<file path="src/hdl/varu_pkg.sv">
// ----------------------------------------------------------------------------
// varu_pkg
// Shared widths, lane tables, word types and helpers for the vector
// alignment rotation unit.
// ----------------------------------------------------------------------------
package varu_pkg;

	// quadratic lanes: the six distinct products W_i*W_j (the matrix is symmetric)
	localparam int NQ      = 6;
	localparam int QBITS   = 19;
	localparam int REMW    = 66;
	localparam int QSUMW   = 32;
	localparam int ONE_Q14 = 16384;

	localparam logic [1:0] LANE_I [NQ] = '{2'd0, 2'd1, 2'd2, 2'd0, 2'd0, 2'd1};
	localparam logic [1:0] LANE_J [NQ] = '{2'd0, 2'd1, 2'd2, 2'd1, 2'd2, 2'd2};

	// divider state that moves from one step to the next
	typedef struct packed {
		logic [NQ-1:0][REMW-1:0]  rem;
		logic [NQ-1:0][QBITS-1:0] quo;
		logic [QSUMW-1:0]         qsum;
	} div_t;

	// word fields that ride alongside the divider
	typedef struct packed {
		logic                     degen;
		logic [2:0][19:0]         lin_cr;
		logic [19:0]              lin_dot;
		logic [NQ-1:0]            qneg;
	} side_t;

	// round scale 2^28 to 2^14, nearest, ties away from zero
	function automatic logic signed [19:0] rnd14(input logic signed [34:0] x);
		logic [34:0] mag;
		logic [34:0] t;
		mag = x[34] ? 35'(-x) : 35'(x);
		t   = (mag + 35'd8192) >> 14;
		rnd14 = x[34] ? -$signed(t[19:0]) : $signed(t[19:0]);
	endfunction

	// clamp to signed 20 bits
	function automatic logic [19:0] sat20(input logic signed [21:0] x);
		if (x > 22'sd524287)
			sat20 = 20'h7FFFF;
		else if (x < -22'sd524288)
			sat20 = 20'h80000;
		else
			sat20 = x[19:0];
	endfunction

endpackage

</file>
<file path="src/hdl/varu_div_step.sv">
// ----------------------------------------------------------------------------
// varu_div_step
// One registered restoring-division step for all six quadratic lanes.
// Produces quotient bit BIT of rem / (qsum << 14).
// ----------------------------------------------------------------------------
module varu_div_step #(
	parameter int BIT = 0
) (
	input  logic            clk,
	input  logic            en,
	input  varu_pkg::div_t  div_d,
	input  varu_pkg::side_t side_d,
	output varu_pkg::div_t  div_q,
	output varu_pkg::side_t side_q
);

	localparam int SHIFT = 14 + BIT;

	logic [varu_pkg::REMW-1:0] trial;
	varu_pkg::div_t            nxt;

	// compare and subtract per lane
	always_comb begin
		trial = varu_pkg::REMW'(div_d.qsum) << SHIFT;
		nxt   = div_d;
		for (int l = 0; l < varu_pkg::NQ; l++) begin
			if (div_d.rem[l] >= trial) begin
				nxt.rem[l]      = div_d.rem[l] - trial;
				nxt.quo[l][BIT] = 1'b1;
			end
		end
	end

	// advance when the stage is free to move
	always_ff @(posedge clk) begin
		if (en) begin
			div_q  <= nxt;
			side_q <= side_d;
		end
	end

endmodule

</file>
<file path="config.mk">
export PLATFORM = sky130hd
export DESIGN_NAME = varu_div_step
export DESIGN_NICKNAME = d
export VERILOG_FILES = /design/src/hdl/varu_pkg.sv /design/src/hdl/varu_div_step.sv
export SDC_FILE = /design/constraint.sdc
export NUM_CORES = 1
export LEC_CHECK = 0
export BUFFER_PORTS_ARGS = -buffer_cell sky130_fd_sc_hd__buf_2
export CAP_MARGIN = 20
export CORE_AREA = 2 2 489 491
export CTS_BUF_LIST = sky130_fd_sc_hd__clkbuf_8
export DETAILED_ROUTE_END_ITERATION = 16
export DIE_AREA = 0 0 491 493
export GPL_TIMING_DRIVEN = 1
export PLACE_DENSITY_LB_ADDON = 0.25
export SLEW_MARGIN = 10
export SYNTH_ARGS = -nofsm -noshare
export SYNTH_HDL_FRONTEND = slang
export SYNTH_SLANG_ARGS = --single-unit
</file>
<file path="constraint.sdc">
create_clock -name clk -period 4.55 [get_ports clk]
set_input_delay 0.6825 -clock clk [delete_from_list [all_inputs] [get_ports clk]]
set_output_delay 0.6825 -clock clk [all_outputs]
set_load 0.005 [all_outputs]
</file>
==> impl_metrics.ini, run 1 <==
[outcome]
status = complete, no violations

[min_path]
hp-class = primary input to register
worstHoldStart = div_d[474]
min_to = div_q[474]$_DFFE_PP_
hold_depth = 2

[sta]
max_freq_mhz = 227
slew_headroom_pct = 32.4
worst_pin_slew_ns = 1.01
fin_hold_ws_ns = 0.146
post-route-min-period_ns = 4.41
fin_crit_sh_pct = 97.0
worst_slack_ns = 0.138
finalSetupViolations = 0
hold_violations = 0
rsz0062_at_grt = false
finalMaxSlewViolations = 0

[clock_tree]
numCtsBuffers = 134
cts_setup_buffers = 0
cts_num_sinks = 629
cts_tree = built
root_buffer = clkbuf_8
clkSlewWorstSetupHoldPaths_ns = 0.06
cts_max_level = 4
cts_buffer_depth = 3

[synth]
synth_top_family_by_area = simple AND/OR/NAND/NOR gates
synth_mux_area_share_pct = 1.07
synth_top_area_share_pct = 54.8
synth_ff_type = edfxtp_1
synth_compound_area_share_pct = 13.7
syn_inst = 3060
syn-num-nets = 3889
ys_types = 81
mappedNetlistArea_mm2 = 0.0344
yosys-top-cells-area = edfxtp_1 (55%), ha_1 (7.0%), xnor2_1 (4.0%), a21oi_1 (3.9%), xor2_1 (3.2%)
async_flop_share_pct = 0
ys_warn_count = 0
synth_area_leader_cell = edfxtp_1
seq_area_frac_synth_pct = 54.8
yosys.area_share.simple_pct = 13.8
synth_area_per_cell_um2 = 11.3
synth-edff-count = 629
synth_xor_area_share_pct = 7.17
ys_ff_latch = 629
synth_fa_ha_area_share_pct = 7.32

[die]
fp.dieH_um = 493
die_x_um = 491
io_pins = 1260
start_util_pct = 14.5
core_area_mm2 = 0.237
dieArea_mm2 = 0.242
rows = 179

[run]
drv_cap = 0

[pwr]
comb_power_share_pct = 24.5
ir_worst_vdd_mv = 0.274
p_leak_nw = 21.9
power_density_mw_per_mm2 = 342
switching_share_pct = 32.3
p_int_mw = 12.4
p_clk_share_pct = 35.2
switching_power_mw = 5.90
power_mw = 18.3
pwr-share-seq_pct = 40.4

[layout]
fin_util_pct = 22.6
final_layout_size_suffix_gt1_share_pct = 35.4
fin_nets = 5861
area_delta_synth_final_pct = 55.4
final_common_cell = buf_2
layout_common_cells = buf_2 (1258), edfxtp_1 (629), dlygate4sd3_1 (388), nand2_1 (279), a21oi_1 (267)

[setup_path]
crit_path_end_kind = register
cp_max_fo = 6
path_class = primary input to register
worst_setup_path_start_kind = primary input
required_ns = 5.17
cp_data_arrival_time_ns = 5.03

[detailed_routing]
wl_per_cell_um = 25.3
drt_wl_total_um = 211000
vias_per_cell = 4.03
wl_met2_um = 105000
postRouteAntennaNets = 0
drtIter0Drc = 2345
m1WireLength_um = 81500
met3_length_um = 15400
top_layer_used = met5
dr_total_vias = 33584
route.detailed.drc = 0
dr.pass1.iters = 5

[global_routing]
grt_max_degree = 73
grt-ovfl-total = 0
grt_use_total_pct = 16.7
grt_first_pass_wirelength_um = 280000
antenna_found_initial = 94
grt_pass1_vias = 34057

[place]
place_worst_setup_slack_ns = -0.609
dp_hpwl_um = 173000
gp_congestion = 0.895
portBuffers = 1259
[cell families after synthesis]
group | count (synthesis)
AOI/OAI and AO/OA | 782
xor gates and xnor gates | 282
adders and majority gates | 198
buffers and inverters | 184
DFF | 629
muxes | 33
and+or+nand+nor | 952
[flip-flops by register name, indices dropped and copies added, names as in the netlist]
register  count
side_q       87
div_q       542
[routing by layer]
metal / global-route usage (%) / vias to the layer above
li1: - / 15551
met1: 19.0 / 16334
met2: 29.5 / 1344
met3: 4.53 / 307
met4: 6.51 / 48
met5: 0 / -
[power groups by stage]
stage                     Clock (mW)  Combinational (mW)  Sequential, mW
after detailed placement           0                4.24            7.49
after global routing            6.92                4.84            7.44
after global placement             0                4.26            7.50
final                           6.43                4.47            7.38
after floorplan                    0                1.57            7.51
after CTS                       6.71                4.56            7.39
[critical path, cell delays in order]
cell	delay, ns
dlygate4sd3_1	0.60
buf_2	0.16
inv_2	0.47
buf_12	0.25
ha_1	0.31
nand2b_1	0.13
a21oi_1	0.12
o211ai_1	0.31
a31o_2	0.22
o31ai_1	0.07
buf_4	0.16
a41o_1	0.27
a221oi_1	0.49
o21ai_1	0.12
buf_4	0.18
nor4_1	0.30
xor2_1	0.13
[repair_timing]
action / 4_1_cts / 5_1_grt
hold endpoints to repair: 388 / 0
setup endpoints to repair: 0 / 5
hold buffers: 388 / 0
resized for setup: 0 / 2
[cells in the mapped netlist (33+ instances only)]
library cell	count
a21o_1	77
a21oi_1	267
clkbuf_1	79
edfxtp_1	629
ha_1	192
inv_1	87
nand2_1	279
nand2b_1	41
nand3_1	53
nand4_1	54
nor2_1	221
nor3_1	64
nor4_1	47
o21ai_0	217
o21bai_1	33
xnor2_1	157
xor2_1	125
[worst max-delay path by stage]
stage | start | to | slack, ns | cells after the start
after floorplan | div_d[1] | div_q[404]$_DFFE_PP_ | 0.28 | 12
final | div_d[1] | div_q[205]$_DFFE_PP_ | 0.14 | 17
after detailed placement | div_d[0] | div_q[210]$_DFFE_PP_ | -0.61 | 17
after global placement | div_d[0] | div_q[210]$_DFFE_PP_ | -0.65 | 17
after global routing | div_d[1] | div_q[205]$_DFFE_PP_ | 0.03 | 17
after CTS | div_d[1] | div_q[210]$_DFFE_PP_ | 0.11 | 17
[area by class of cell]
| class | count | area (um^2) |
|---|---|---|
| fill | 26074 | 183000 |
| sequential | 629 | 18900 |
| multi-input combinational | 2247 | 14900 |
| timing repair buffer | 1933 | 12700 |
| tap | 3167 | 3960 |
| clock buffer | 136 | 1870 |
| clock inverter | 101 | 798 |
| inverter | 87 | 327 |
| antenna | 34 | 85.1 |
[per-stage QoR]
stage                     cell area, um^2  cells  TNS [ns]
after global routing                53500   8318         0
after CTS                           53400   8300         0
final                               53500   8334         0
after floorplan                     34400   3060         0
after detailed placement            46900   7675    -15.13
after global placement              46900   7675    -16.68
Power figures use the tool's default switching activity.
==> run 2: changes to the inputs <==
- PLACE_DENSITY: unset -> 0.3
- PLACE_DENSITY_LB_ADDON: 0.25 -> unset
==> run 2 against run 1 <==
Fmax grew 3.9%. Critical path depth shrank 2. Cell count grew 0.58%. Final area grew 0.62%. Via count shrank 0.80%. Sequential power shrank 0.5%. Count of clock-buffer cells in the layout grew 5. Critical endpoint is now div_q[267]$_DFFE_PP_. Largest power group unchanged.
==> impl_metrics.ini, run 2 (synthesis results as in run 1) <==
[outcome]
status = complete, no violations

[global_routing]
grt-ovfl-total = 0
grt_use_total_pct = 17.8
grt_first_pass_wirelength_um = 298000
grt_max_degree = 96
antenna_found_initial = 114
grt_pass1_vias = 34912

[place]
dp.cells = 7741
dp_hpwl_um = 187000
postPlaceCellArea_mm2 = 0.0474
portBuffers = 1259
gp_congestion = 0.867

[setup_path]
crit_path_end_kind = register
worst_setup_path_start_kind = primary input
required_ns = 5.18
cp_data_arrival_time_ns = 4.88
path_class = primary input to register
cp_max_fo = 10

[sta]
finalMaxSlewViolations = 0
post-route-min-period_ns = 4.24
worst_pin_slew_ns = 0.890
finalSetupViolations = 0
slew_headroom_pct = 40.1
fin_crit_sh_pct = 93.3
hold_violations = 0
max_freq_mhz = 236
rsz0062_at_grt = false

[layout]
largest_register_ffs = 542
area_delta_synth_final_pct = 56.3
num-fill-cells = 26180
reg_top3 = div_q: 542 flops, side_q: 87 flops
final_layout_size_suffix_gt1_share_pct = 36.1
fin_cells = 8382
finish.instance_area_mm2 = 0.0538
layout_common_cells = buf_2 (1258), edfxtp_1 (629), dlygate4sd3_1 (366), buf_4 (319), nand2_1 (279)
largest-register = div_q
fin_nets = 5912
final_common_cell = buf_2

[clock_tree]
clkSlewWorstSetupHoldPaths_ns = 0.06
cts_tree = built
numCtsBuffers = 141
cts_num_sinks = 629
cts_setup_buffers = 0
cts_resized = 0
cts-hold-fix-buffers = 366
cts_buffer_depth = 3
root_buffer = clkbuf_8
cts_max_level = 4

[detailed_routing]
route.detailed.drc = 0
drtIter0Drc = 2130
dr.pass1.iters = 5
wl_per_cell_um = 26.6
drt_wl_total_um = 223000
vias_per_cell = 3.97
dr_total_vias = 33316
postRouteAntennaNets = 0

[min_path]
worstHoldStart = div_d[531]
min_to = div_q[531]$_DFFE_PP_
hp-class = primary input to register
hold_depth = 3

[pwr]
ir_worst_vdd_mv = 0.195
p_leak_nw = 22.2
power_density_mw_per_mm2 = 342
power_mw = 18.4

[die]
die_x_um = 491
fp.dieH_um = 493
io_pins = 1260
core_area_mm2 = 0.237
dieArea_mm2 = 0.242
rows = 179
start_util_pct = 14.5

[run]
drv_cap = 0
[run 2: worst max-delay path by stage]
stage | cells past startpoint | slack (ns) | startpoint | endpoint
final | 15 | 0.31 | div_d[28] | div_q[267]$_DFFE_PP_
after global routing | 17 | 0.08 | div_d[2] | div_q[206]$_DFFE_PP_
after CTS | 17 | 0.30 | div_d[2] | div_q[206]$_DFFE_PP_
after detailed placement | 16 | -0.19 | div_d[2] | div_q[210]$_DFFE_PP_
after global placement | 16 | -0.20 | div_d[2] | div_q[210]$_DFFE_PP_
after floorplan | 12 | 0.28 | div_d[1] | div_q[404]$_DFFE_PP_
[run 2: where the power goes]
group | switching, mW | total, mW | leakage, nW | internal, mW
Combinational | 2.68 | 4.62 | 14.5 | 1.94
Clock | 3.14 | 6.43 | 1.51 | 3.29
Sequential | 0.193 | 7.34 | 6.16 | 7.15
Total | 6.02 | 18.4 | 22.2 | 12.4
[run 2: layout make-up]
| class | count | area (um^2) | share of cell area [%] |
|---|---|---|---|
| Clock buffer | 141 | 1940 | 3.60 |
| Multi-Input combinational cell | 2247 | 14900 | 27.6 |
| Sequential cell | 629 | 18900 | 35.1 |
| Antenna cell | 31 | 77.6 | 0.144 |
| Inverter | 87 | 327 | 0.607 |
| Timing Repair Buffer | 1977 | 13000 | 24.2 |
| Clock inverter | 103 | 733 | 1.36 |
| Tap cell | 3167 | 3960 | 7.36 |
[run 2: per-stage QoR]
step / utilization, % / hold WS (ns) / worst slack (ns) / TNS, ns
3_3_place_gp: 20.0 / 0.859 / -0.201 / -1.28
3_5_place_dp: 20.0 / 0.861 / -0.194 / -1.40
6_report: 22.7 / 0.124 / 0.305 / 0
2_1_floorplan: - / 0.781 / 0.278 / 0
4_1_cts: 22.7 / 0.0000114 / 0.298 / 0
5_1_grt: 22.7 / 0.0130 / 0.0785 / 0
[run 2: worst max-delay path: stages]
cell           delay (ns)
dlygate4sd3_1        0.63
buf_2                0.17
inv_2                0.13
ha_1                 0.38
nand4_4              0.14
or4_4                0.51
or4_1                0.57
or3_1                0.39
o211ai_1             0.12
a31o_4               0.18
nand2b_1             0.09
a311o_1              0.37
buf_12               0.16
o31ai_1              0.22
o21ai_1              0.11
[run 2: routing by layer]
metal  up-vias  global-route usage (%)  share of wire (%)
met5         -                       0               0.19
met2      1236                    31.6                 50
met3       342                    5.43                6.9
met1     16032                    20.7                 41
met4        62                    4.59                2.8
li1      15644                       -                  -
